<file path="src/sv/crr_pkg.sv">
// Shared types and constants of the compressor run recorder.
`timescale 1ns / 1ps
package crr_pkg;

	localparam int TEMP_BITS_DEF = 16;
	localparam int SUM_W         = 48;
	localparam int TS_W          = 32;
	localparam int CNT_W         = 32;
	localparam int QUEUE_DEPTH   = 2;

	localparam logic [15:0] GAP_LIMIT_RST     = 16'd62;
	localparam logic [15:0] LOCKOUT_DELAY_RST = 16'd480;
	localparam int          HELD_RST          = -1000;

	localparam logic [1:0] MODE_HEAT      = 2'd0;
	localparam logic [1:0] MODE_WATER     = 2'd1;
	localparam logic [1:0] MODE_COMBINED  = 2'd2;
	localparam logic [1:0] MODE_INTERRUPT = 2'd3;

	localparam logic [1:0] REG_WIN_START = 2'd0;
	localparam logic [1:0] REG_WIN_END   = 2'd1;
	localparam logic [1:0] REG_GAP_LIMIT = 2'd2;
	localparam logic [1:0] REG_LOCKOUT   = 2'd3;

	// record entry layout, low bits first
	localparam int E_REC_W  = 2 * TS_W + 1 + TS_W + 2;
	localparam int E_SUM_LO = E_REC_W;
	localparam int E_CNT_LO = E_SUM_LO + SUM_W;
	localparam int E_HELD_LO = E_CNT_LO + CNT_W;

	typedef enum logic [1:0] {
		CMP_OFF,
		CMP_ON,
		CMP_INVALID
	} cmp_state_t;

	typedef enum logic [1:0] {
		BK_IDLE,
		BK_DIV,
		BK_WAIT
	} back_state_t;

	typedef struct packed {
		logic [TS_W-1:0] window_start;
		logic [TS_W-1:0] window_end;
		logic [15:0]     gap_limit;
		logic [15:0]     lockout_delay;
	} cfg_t;

endpackage

</file>
<file path="src/sv/crr_front.sv">
// Sample classification, run tracking and record request generation.
`timescale 1ns / 1ps
module crr_front import crr_pkg::*; #(
	parameter int TEMP_BITS = TEMP_BITS_DEF,
	parameter int ENTRY_W   = E_HELD_LO + 6 * TEMP_BITS
) (
	input  logic                        clk,
	input  logic                        arst_n,
	input  cfg_t                        cfg,
	input  logic                        in_valid,
	output logic                        in_ready,
	input  logic [TS_W-1:0]             timestamp,
	input  logic                        compressor_on,
	input  logic                        supply_lock,
	input  logic [1:0]                  heat_mode,
	input  logic signed [TEMP_BITS-1:0] outdoor_temp,
	input  logic [6*TEMP_BITS-1:0]      other_temps,
	input  logic                        q_full,
	output logic                        push,
	output logic [ENTRY_W-1:0]          push_data
);

	logic                  seen_q;
	cmp_state_t            cs_q;
	logic                  lock_q;
	logic [TS_W-1:0]       lrt_q;
	logic [TS_W-1:0]       prev_q;
	logic [1:0]            first_q;
	logic [TS_W-1:0]       let_q [2];
	logic [TS_W-1:0]       start_q;
	logic [1:0]            mode_q;
	logic [SUM_W-1:0]      sum_q;
	logic [CNT_W-1:0]      cnt_q;
	logic [6*TEMP_BITS-1:0] held_q;

	logic                  acc, in_win, gap, pv;
	logic [1:0]            first_v;
	cmp_state_t            cs_v;
	logic [TS_W-1:0]       lrt_v, pause;
	logic [1:0]            m_end;
	logic [SUM_W-1:0]      od_ext;

	assign in_ready = !q_full;
	assign acc      = in_valid && in_ready;
	assign in_win   = !((cfg.window_start != '0 && timestamp < cfg.window_start) ||
		(cfg.window_end != '0 && timestamp > cfg.window_end));
	assign od_ext   = {{(SUM_W-TEMP_BITS){outdoor_temp[TEMP_BITS-1]}}, outdoor_temp};

	always_comb begin
		gap     = (timestamp - prev_q) > {16'd0, cfg.gap_limit};
		first_v = gap ? 2'b11 : first_q;
		cs_v    = (gap && compressor_on) ? CMP_INVALID : cs_q;
		lrt_v   = (!supply_lock && lock_q) ? timestamp : lrt_q;
		pv      = 1'b0;
		pause   = '0;
		if (mode_q <= MODE_WATER && !first_v[mode_q[0]] &&
			(start_q - lrt_v) > {16'd0, cfg.lockout_delay}) begin
			pv    = 1'b1;
			pause = start_q - let_q[mode_q[0]];
		end
		m_end = supply_lock ? MODE_INTERRUPT : mode_q;
	end

	assign push = acc && in_win && seen_q && !compressor_on && cs_v == CMP_ON;
	assign push_data = {held_q, cnt_q, sum_q, m_end, pause, pv,
		timestamp - start_q, start_q};

	always_ff @(posedge clk or negedge arst_n) begin
		if (!arst_n) begin
			seen_q  <= 1'b0;
			cs_q    <= CMP_OFF;
			lock_q  <= 1'b0;
			lrt_q   <= '0;
			prev_q  <= '0;
			first_q <= 2'b11;
			start_q <= '0;
			mode_q  <= MODE_HEAT;
			sum_q   <= '0;
			cnt_q   <= '0;
			held_q  <= {6{TEMP_BITS'(HELD_RST)}};
		end else if (acc && in_win) begin
			prev_q <= timestamp;
			if (!seen_q) begin
				first_q <= 2'b11;
				cs_q    <= compressor_on ? CMP_INVALID : CMP_OFF;
				lrt_q   <= '0;
				lock_q  <= supply_lock;
				seen_q  <= 1'b1;
			end else begin
				lock_q  <= supply_lock;
				lrt_q   <= lrt_v;
				first_q <= first_v;
				cs_q    <= cs_v;
				if (compressor_on) begin
					unique case (cs_v)
						CMP_OFF: begin
							start_q <= timestamp;
							mode_q  <= heat_mode;
							sum_q   <= od_ext;
							cnt_q   <= CNT_W'(1);
							cs_q    <= CMP_ON;
						end
						CMP_ON: begin
							sum_q  <= sum_q + od_ext;
							if (cnt_q != '1)
								cnt_q <= cnt_q + 1'b1;
							held_q <= other_temps;
							if (mode_q != heat_mode)
								mode_q <= MODE_COMBINED;
						end
						default: mode_q <= heat_mode;
					endcase
				end else begin
					cs_q <= CMP_OFF;
					if (cs_v == CMP_ON) begin
						mode_q <= m_end;
						if (mode_q <= MODE_WATER) begin
							first_q[mode_q[0]] <= supply_lock;
						end else begin
							first_q <= 2'b11;
						end
					end
				end
			end
		end
	end

	always_ff @(posedge clk) begin
		if (acc && in_win && seen_q && !compressor_on) begin
			if (cs_v == CMP_INVALID && mode_q <= MODE_WATER)
				let_q[mode_q[0]] <= timestamp;
			if (cs_v == CMP_ON) begin
				if (mode_q <= MODE_WATER) begin
					let_q[mode_q[0]] <= timestamp;
				end else begin
					let_q[0] <= timestamp;
					let_q[1] <= timestamp;
				end
			end
		end
	end

endmodule

</file>
<file path="src/sv/crr_queue.sv">
// Short record queue between front and back.
`timescale 1ns / 1ps
module crr_queue import crr_pkg::*; #(
	parameter int W = 8
) (
	input  logic         clk,
	input  logic         arst_n,
	input  logic         push,
	input  logic [W-1:0] push_data,
	input  logic         pop,
	output logic [W-1:0] pop_data,
	output logic         full,
	output logic         empty
);

	localparam int PW = $clog2(QUEUE_DEPTH);

	logic [W-1:0]  mem_q [QUEUE_DEPTH];
	logic [PW-1:0] wr_q, rd_q;
	logic [PW:0]   cnt_q;

	assign full     = cnt_q == (PW+1)'(QUEUE_DEPTH);
	assign empty    = cnt_q == '0;
	assign pop_data = mem_q[rd_q];

	always_ff @(posedge clk) begin
		if (push && !full)
			mem_q[wr_q] <= push_data;
	end

	always_ff @(posedge clk or negedge arst_n) begin
		if (!arst_n) begin
			wr_q  <= '0;
			rd_q  <= '0;
			cnt_q <= '0;
		end else begin
			if (push && !full)
				wr_q <= (wr_q == PW'(QUEUE_DEPTH-1)) ? '0 : wr_q + 1'b1;
			if (pop && !empty)
				rd_q <= (rd_q == PW'(QUEUE_DEPTH-1)) ? '0 : rd_q + 1'b1;
			cnt_q <= cnt_q + (PW+1)'(push && !full) - (PW+1)'(pop && !empty);
		end
	end

endmodule

</file>
<file path="src/sv/crr_back.sv">
// Serial mean divider and output register for run records.
`timescale 1ns / 1ps
module crr_back import crr_pkg::*; #(
	parameter int TEMP_BITS = TEMP_BITS_DEF,
	parameter int ENTRY_W   = E_HELD_LO + 6 * TEMP_BITS,
	parameter int OUT_W     = E_REC_W + 7 * TEMP_BITS
) (
	input  logic               clk,
	input  logic               arst_n,
	input  logic               q_empty,
	input  logic [ENTRY_W-1:0] q_data,
	output logic               pop,
	output logic               m_tvalid,
	input  logic               m_tready,
	output logic [OUT_W-1:0]   m_payload
);

	back_state_t      st_q, st_d;
	logic [ENTRY_W-1:0] ent_q;
	logic [SUM_W-1:0] dvd_q;
	logic [CNT_W-1:0] rem_q;
	logic [5:0]       step_q;
	logic             neg_q;
	logic             out_valid_q;
	logic [OUT_W-1:0] out_q;

	logic [SUM_W-1:0]     sum_in, mag_in;
	logic [CNT_W-1:0]     div_cnt;
	logic [CNT_W:0]       trial;
	logic                 ge;
	logic [TEMP_BITS-1:0] avg;
	logic                 load_out;

	assign sum_in  = q_data[E_SUM_LO +: SUM_W];
	assign mag_in  = sum_in[SUM_W-1] ? (~sum_in + 1'b1) : sum_in;
	assign div_cnt = ent_q[E_CNT_LO +: CNT_W];
	assign trial   = {rem_q, dvd_q[SUM_W-1]};
	assign ge      = trial >= {1'b0, div_cnt};
	assign avg     = neg_q ? (~dvd_q[TEMP_BITS-1:0] + 1'b1) : dvd_q[TEMP_BITS-1:0];

	always_comb begin
		st_d = st_q;
		unique case (st_q)
			BK_IDLE: if (!q_empty) st_d = BK_DIV;
			BK_DIV:  if (step_q == 6'(SUM_W-1)) st_d = BK_WAIT;
			BK_WAIT: if (!out_valid_q || m_tready) st_d = BK_IDLE;
			default: st_d = BK_IDLE;
		endcase
	end

	always_comb begin
		pop      = st_q == BK_IDLE && !q_empty;
		load_out = st_q == BK_WAIT && (!out_valid_q || m_tready);
	end

	assign m_tvalid  = out_valid_q;
	assign m_payload = out_q;

	always_ff @(posedge clk or negedge arst_n) begin
		if (!arst_n) begin
			st_q        <= BK_IDLE;
			step_q      <= '0;
			out_valid_q <= 1'b0;
		end else begin
			st_q <= st_d;
			if (pop)
				step_q <= '0;
			else if (st_q == BK_DIV)
				step_q <= step_q + 1'b1;
			if (load_out)
				out_valid_q <= 1'b1;
			else if (m_tready)
				out_valid_q <= 1'b0;
		end
	end

	always_ff @(posedge clk) begin
		if (pop) begin
			ent_q <= q_data;
			dvd_q <= mag_in;
			rem_q <= '0;
			neg_q <= sum_in[SUM_W-1];
		end else if (st_q == BK_DIV) begin
			rem_q <= CNT_W'(ge ? (trial - {1'b0, div_cnt}) : trial);
			dvd_q <= {dvd_q[SUM_W-2:0], ge};
		end
		if (load_out)
			out_q <= {ent_q[ENTRY_W-1 -: 6*TEMP_BITS], avg, ent_q[E_REC_W-1:0]};
	end

`ifndef SYNTHESIS
	a_step_range: assert property (@(posedge clk) disable iff (!arst_n)
		st_q == BK_DIV |-> step_q < 6'(SUM_W)) else $error("divider overrun");
	a_rise_from_wait: assert property (@(posedge clk) disable iff (!arst_n)
		$rose(out_valid_q) |-> $past(st_q) == BK_WAIT) else $error("record without divide");
	a_wait_exit: assert property (@(posedge clk) disable iff (!arst_n)
		st_q == BK_WAIT |=> st_q == BK_WAIT || st_q == BK_IDLE) else $error("bad exit");
`endif

endmodule

</file>
<file path="src/sv/compressor_run_recorder.sv">
// Compressor run recorder top level: register port, front, queue and back.
//
// Slave stream s_* carries heat-pump log samples; each sample accepted at
// s_tvalid & s_tready. Master stream m_* delivers one run record per valid
// run, produced by the off sample that ends the run; other samples yield none.
// The APB port holds the window, gap limit and lockout delay registers; write
// them only while the block is idle.
// A run-ending sample reaches m_tvalid through the record queue and the
// 48-step bit-serial divider computing the mean outdoor temperature.
// Samples are accepted one per cycle while the 2-entry record queue has room;
// the back end pops a new record only after the last one is in the output register.
// Reset clears run tracking, holds -100.0 degrees in the last-temperature
// registers and restores the register defaults. When the receiver stalls,
// the output register holds its record, the queue fills, and s_tready drops.
`timescale 1ns / 1ps
module compressor_run_recorder import crr_pkg::*; #(
	parameter int TEMP_BITS = TEMP_BITS_DEF
) (
	input  logic                 clk,
	input  logic                 arst_n,
	input  logic                 psel,
	input  logic                 penable,
	input  logic                 pwrite,
	input  logic [3:0]           paddr,
	input  logic [31:0]          pwdata,
	output logic [31:0]          prdata,
	output logic                 pready,
	input  logic                 s_tvalid,
	output logic                 s_tready,
	// timestamp, compressor_on, supply_lock, heat_mode, outdoor_temp, flow_temp,
	// return_temp, heating_spread, source_in_temp, source_out_temp, source_spread
	input  logic [((TS_W + 4 + 7 * TEMP_BITS + 7) / 8) * 8 - 1:0] s_tdata,
	output logic                 m_tvalid,
	input  logic                 m_tready,
	// run_start, run_length, pause_valid, pause_length, run_mode, avg_outdoor,
	// last_flow, last_return, last_heating_spread, last_source_in,
	// last_source_out, last_source_spread
	output logic [((E_REC_W + 7 * TEMP_BITS + 7) / 8) * 8 - 1:0] m_tdata
);

	localparam int OUT_RAW     = E_REC_W + 7 * TEMP_BITS;
	localparam int OUT_BYTES_W = ((OUT_RAW + 7) / 8) * 8;
	localparam int ENTRY_W     = E_HELD_LO + 6 * TEMP_BITS;

	cfg_t                cfg_q;
	logic                wr;
	logic                q_full, q_empty, push, pop;
	logic [ENTRY_W-1:0]  push_data, q_data;
	logic [OUT_RAW-1:0]  payload;

	assign pready = 1'b1;
	assign wr     = psel && penable && pwrite && pready;

	always_ff @(posedge clk or negedge arst_n) begin
		if (!arst_n) begin
			cfg_q.window_start  <= '0;
			cfg_q.window_end    <= '0;
			cfg_q.gap_limit     <= GAP_LIMIT_RST;
			cfg_q.lockout_delay <= LOCKOUT_DELAY_RST;
		end else if (wr) begin
			unique case (paddr[3:2])
				REG_WIN_START: cfg_q.window_start  <= pwdata;
				REG_WIN_END:   cfg_q.window_end    <= pwdata;
				REG_GAP_LIMIT: cfg_q.gap_limit     <= pwdata[15:0];
				REG_LOCKOUT:   cfg_q.lockout_delay <= pwdata[15:0];
				default: ;
			endcase
		end
	end

	always_comb begin
		unique case (paddr[3:2])
			REG_WIN_START: prdata = cfg_q.window_start;
			REG_WIN_END:   prdata = cfg_q.window_end;
			REG_GAP_LIMIT: prdata = {16'd0, cfg_q.gap_limit};
			REG_LOCKOUT:   prdata = {16'd0, cfg_q.lockout_delay};
			default:       prdata = '0;
		endcase
	end

	crr_front #(.TEMP_BITS(TEMP_BITS), .ENTRY_W(ENTRY_W)) u_front (
		.clk           (clk),
		.arst_n        (arst_n),
		.cfg           (cfg_q),
		.in_valid      (s_tvalid),
		.in_ready      (s_tready),
		.timestamp     (s_tdata[TS_W-1:0]),
		.compressor_on (s_tdata[TS_W]),
		.supply_lock   (s_tdata[TS_W+1]),
		.heat_mode     (s_tdata[TS_W+3:TS_W+2]),
		.outdoor_temp  (s_tdata[TS_W+4 +: TEMP_BITS]),
		.other_temps   (s_tdata[TS_W+4+TEMP_BITS +: 6*TEMP_BITS]),
		.q_full        (q_full),
		.push          (push),
		.push_data     (push_data)
	);

	crr_queue #(.W(ENTRY_W)) u_queue (
		.clk       (clk),
		.arst_n    (arst_n),
		.push      (push),
		.push_data (push_data),
		.pop       (pop),
		.pop_data  (q_data),
		.full      (q_full),
		.empty     (q_empty)
	);

	crr_back #(.TEMP_BITS(TEMP_BITS), .ENTRY_W(ENTRY_W), .OUT_W(OUT_RAW)) u_back (
		.clk       (clk),
		.arst_n    (arst_n),
		.q_empty   (q_empty),
		.q_data    (q_data),
		.pop       (pop),
		.m_tvalid  (m_tvalid),
		.m_tready  (m_tready),
		.m_payload (payload)
	);

	assign m_tdata = OUT_BYTES_W'(payload);

endmodule
</file>
<file path="config.mk">
export PLATFORM = sky130hd
export DESIGN_NAME = compressor_run_recorder
export DESIGN_NICKNAME = d
export VERILOG_FILES = /design/src/sv/crr_pkg.sv /design/src/sv/crr_front.sv /design/src/sv/crr_queue.sv /design/src/sv/crr_back.sv /design/src/sv/compressor_run_recorder.sv
export SDC_FILE = /design/constraint.sdc
export NUM_CORES = 2
export LEC_CHECK = 0
export BUFFER_PORTS_ARGS = -buffer_cell sky130_fd_sc_hd__buf_2
export CORE_UTILIZATION = 50
export DETAILED_ROUTE_END_ITERATION = 8
export PLACE_DENSITY = 0.68
export SETUP_SLACK_MARGIN = 0.1
export SYNTH_ARGS = -nofsm -noshare
export SYNTH_HDL_FRONTEND = slang
export SYNTH_SLANG_ARGS = --single-unit
</file>
<file path="constraint.sdc">
create_clock -name clk -period 35.3 [get_ports clk]
set_clock_uncertainty 0.05 [all_clocks]
set_input_delay 3.53 -clock clk [delete_from_list [all_inputs] [get_ports clk]]
set_output_delay 3.53 -clock clk [all_outputs]
set_load 0.02 [all_outputs]
</file>
==> impl_summary.log <==
[metrics] Cell Pwr Density: 69.5 mW/mm²
[metrics] leakage power total: 31.8 nW
[metrics] antenna violations before repair: 12
[metrics] status: finished clean
[metrics] wire length of the first global-routing pass: 244000 µm
[metrics] maximum capacitance violations: 0
[metrics] clock buffer depth: 3
[metrics] Post-Layout Inst Area: 0.0796 mm²
[metrics] cell repeated most along the worst path: sky130_fd_sc_hd__buf_4
[metrics] number of fill cells in the layout: 11.0k
[metrics] Initial Util: 50.6%
[metrics] CTS clock-pin slew for the worst setup and hold paths: 60 ps
[metrics] proportion of layout cells with a drive suffix above 1: 21.3%
[metrics] final global-route overflow total: 0
[metrics] Root Buffer: sky130_fd_sc_hd__clkbuf_16
[metrics] sequential area share after synthesis: 62.3%
[metrics] number of buffers and inverters on the critical path: 6
[metrics] initial detailed-routing violation count: 3024
[metrics] placed instance area: 0.0740 mm²
[metrics] maximum level of the CTS H-tree: 4
[metrics] Seq cells post-synth: 1522
[metrics] EDFF count, synth: 1101
[metrics] number of detailed-routing iterations run before antenna repair: 5
[metrics] placeable core region: 0.138 mm²
[metrics] type of the worst setup path: in -> reg
[metrics] final period demand of the worst path: 9500 ps
[metrics] IR Drop Worst-Case VDD: 0.0624 mV
[metrics] pin count of the biggest net entering global routing: 158
[metrics] Hold Crit Start: u_back.ent_q[86]$_DFFE_PP_
[metrics] top library cells by usage in the layout, fill and taps aside: sky130_fd_sc_hd__edfxtp_1 (1101), sky130_fd_sc_hd__nand2_1 (446), sky130_fd_sc_hd__buf_2 (432)
[metrics] number of buffers created by CTS: 162
[metrics] most frequent standard cell in the layout excluding fill and tap cells: sky130_fd_sc_hd__edfxtp_1
[metrics] most used flip-flop cell after synthesis: sky130_fd_sc_hd__edfxtp_1
[metrics] Setup TNS Final: 0 ps
[metrics] routed wire length: 157000 µm
[metrics] DIE HEIGHT: 376 µm
[metrics] clock sink count: 1522
[metrics] post-synthesis instance total: 5311
[metrics] total setup violations reported at the end of the flow: 0
[metrics] routability cong.: 0.879
[metrics] Critical Path Max Stage Delay: 940 ps
[metrics] Crit path arrival time: 9820 ps
[metrics] via count: 43.4k
[metrics] unrepaired setup endpoints after global routing: false
[metrics] number of distinct library cells after synthesis: 100
[metrics] largest fanout on the critical path: 157
[metrics] Crit-path slowest cell: sky130_fd_sc_hd__buf_4
[metrics] area growth from synthesis to layout: 14.0%
[metrics] class of the tightest hold or removal check: reg -> reg
[metrics] number of port buffers: 433
[metrics] start point of the critical path: s_tdata[15]
[metrics] actual transition at the worst max-transition pin: 1150 ps
[metrics] net count reported at finish: 6263
[metrics] startpoint of the lowest-slack register-to-register path: cfg_q[47]$_DFFE_PN0P_
[metrics] final count of hold timing violations: 0
[metrics] die area: 0.141 mm²
[metrics] clock tree from TritonCTS: done
[metrics] Worst Path Required: 35620 ps
[metrics] Syn. warnings: 0
[metrics] Post-CTS Setup Inserts: 0
[metrics] FFs w/ async S/R, synth: 25.6%
[metrics] average size of a mapped cell: 13.1 µm²
[metrics] Worst-Skew Late Latency: 790 ps
[metrics] total global routing track utilization: 22.2%
[metrics] number of cells upsized or downsized after cts: 0
[metrics] Setup crit end kind: flop
[metrics] worst max-slew margin expressed relative to the limit: 22.6%
[metrics] hold slack final: 364 ps
[metrics] detailed placer's ending HPWL: 106000 µm
[metrics] Cells after DPL: 7457
[metrics] DRC violation count after routing: 0
[metrics] Chip Width: 376 µm
[metrics] cell area after synthesis: 0.0698 mm²
[metrics] Util after Layout: 57.7%
[metrics] total I/O pin count: 446
[metrics] cell breakdown of the critical path: buf_2, ha_1, nand4_1, nor2_1, nand2_1, nor3_1, a31o_2, o211ai_1, buf_4, inv_2, nand2_1, nor3_2, buf_4, buf_12, buf_4
[metrics] DR vias/cell: 5.59
[metrics] cts-stage hold buffer count: 0
[metrics] highest achievable clock rate: 105 MHz
[metrics] number of global-route vias before repair: 43.0k
[metrics] max-slew violation total from the final report: 0
[metrics] final critical-path share of the clock period: 26.9%
[metrics] non-filler instance count after layout: 7763
[metrics] final antenna-violating net count: 0
[metrics] CP top delay family: buffers and inverters
[metrics] average detailed-routed wire length per instance: 20.2 µm
[metrics] number of placement rows: 136
[metrics] Critical Path Start Type: input port
-- Yosys cell counts, types with 22 or more instances --
master	number	area share (%)
sky130_fd_sc_hd__dfstp_2	59	2.2
sky130_fd_sc_hd__o21ai_0	333	2.4
sky130_fd_sc_hd__a21oi_1	243	1.7
sky130_fd_sc_hd__nand2b_1	56	0.50
sky130_fd_sc_hd__mux2_2	383	6.2
sky130_fd_sc_hd__inv_1	276	1.5
sky130_fd_sc_hd__nor2b_1	40	0.36
sky130_fd_sc_hd__nand4_1	63	0.56
sky130_fd_sc_hd__xor2_1	92	1.2
sky130_fd_sc_hd__nand2_1	447	2.4
sky130_fd_sc_hd__a21o_1	107	1.2
sky130_fd_sc_hd__a211oi_1	31	0.33
sky130_fd_sc_hd__o21a_1	45	0.48
sky130_fd_sc_hd__buf_2	40	0.29
sky130_fd_sc_hd__mux2i_1	167	2.4
sky130_fd_sc_hd__ha_1	304	5.4
sky130_fd_sc_hd__edfxtp_1	1101	47
sky130_fd_sc_hd__o31ai_1	53	0.57
sky130_fd_sc_hd__nor3_1	75	0.54
sky130_fd_sc_hd__buf_1	27	0.15
sky130_fd_sc_hd__and3_1	22	0.20
sky130_fd_sc_hd__nand3_1	68	0.49
sky130_fd_sc_hd__nor4_1	30	0.27
sky130_fd_sc_hd__nor2_1	244	1.3
sky130_fd_sc_hd__clkbuf_1	119	0.64
sky130_fd_sc_hd__dfxtp_1	32	0.92
sky130_fd_sc_hd__o21bai_1	25	0.27
sky130_fd_sc_hd__xnor2_1	142	1.8
sky130_fd_sc_hd__dfrtp_1	330	12
sky130_fd_sc_hd__a31oi_1	35	0.31
-- power breakdown --
part           internal (W)  total (W)  switching (W)
clock               0.00106    0.00176       0.000704
combinational      0.000653    0.00151       0.000853
sequential          0.00215    0.00226       0.000113
-- sequential cells by signal (all words and copies together) (netlist names), 6 cells and up --
register	flops
u_front.let_q	64
u_back.ent_q	228
u_front.held_q	96
u_front.start_q	32
cfg_q	96
u_queue.mem_q	550
u_back.step_q	6
u_back.m_payload	211
u_front.sum_q	48
u_back.dvd_q	48
u_front.prev_q	32
u_front.lrt_q	32
u_back.rem_q	32
u_front.cnt_q	32
-- cells by family after synthesis --
kind of cell,count (synthesis),share of synthesized area [%]
compound gates,1043,9.44
xor+xnor,234,2.94
fa+ha+maj,310,5.62
buf+inv,477,2.71
flops,1522,62.3
mux,566,9.09
other cells,2,0.0108
simple gates,1157,7.85
-- per-stage QoR --
stage,setup WS [ps],total power [W]
3_5_place_dp,24960,0.00379
3_3_place_gp,25070,0.00376
2_1_floorplan,10080,0.00343
4_1_cts,25790,0.00557
6_report,25800,0.00553
5_1_grt,25290,0.00583
-- routing by layer --
layer | wire, µm | global-route usage [%]
met4 | 3900 | 6.55
met3 | 9800 | 4.44
met2 | 70500 | 34.5
met5 | 100 | 0
met1 | 72700 | 31.6
-- area by class of cell --
class	count	area (µm²)	share of cell area [%]
multi-input combinational	3316	24500	30.8
tap	1863	2330	2.93
clock buffer	219	4640	5.83
antenna	4	10.0	0.0126
sequential	1522	43500	54.7
inverter	278	1050	1.32
clock inverter	83	981	1.23
timing repair buffer	478	2560	3.22
-- path summary, 6_finish.rpt --
path                                                    to  slack, ps  depth (start not counted)
min in group asynchronous   u_front.held_q[81]$_DFFE_PN0P_       2730                          1
max                        u_queue.mem_q[0][216]$_DFFE_PP_      25800                         15
min reg2reg                 u_back.m_payload[86]$_DFFE_PP_        360                          0
min                         u_back.m_payload[86]$_DFFE_PP_        360                          0
max in group asynchronous    u_front.lrt_q[13]$_DFFE_PN0P_      30410                          3
max reg2reg                u_queue.mem_q[0][216]$_DFFE_PP_      28330                         15
Power figures use the tool's default switching activity.
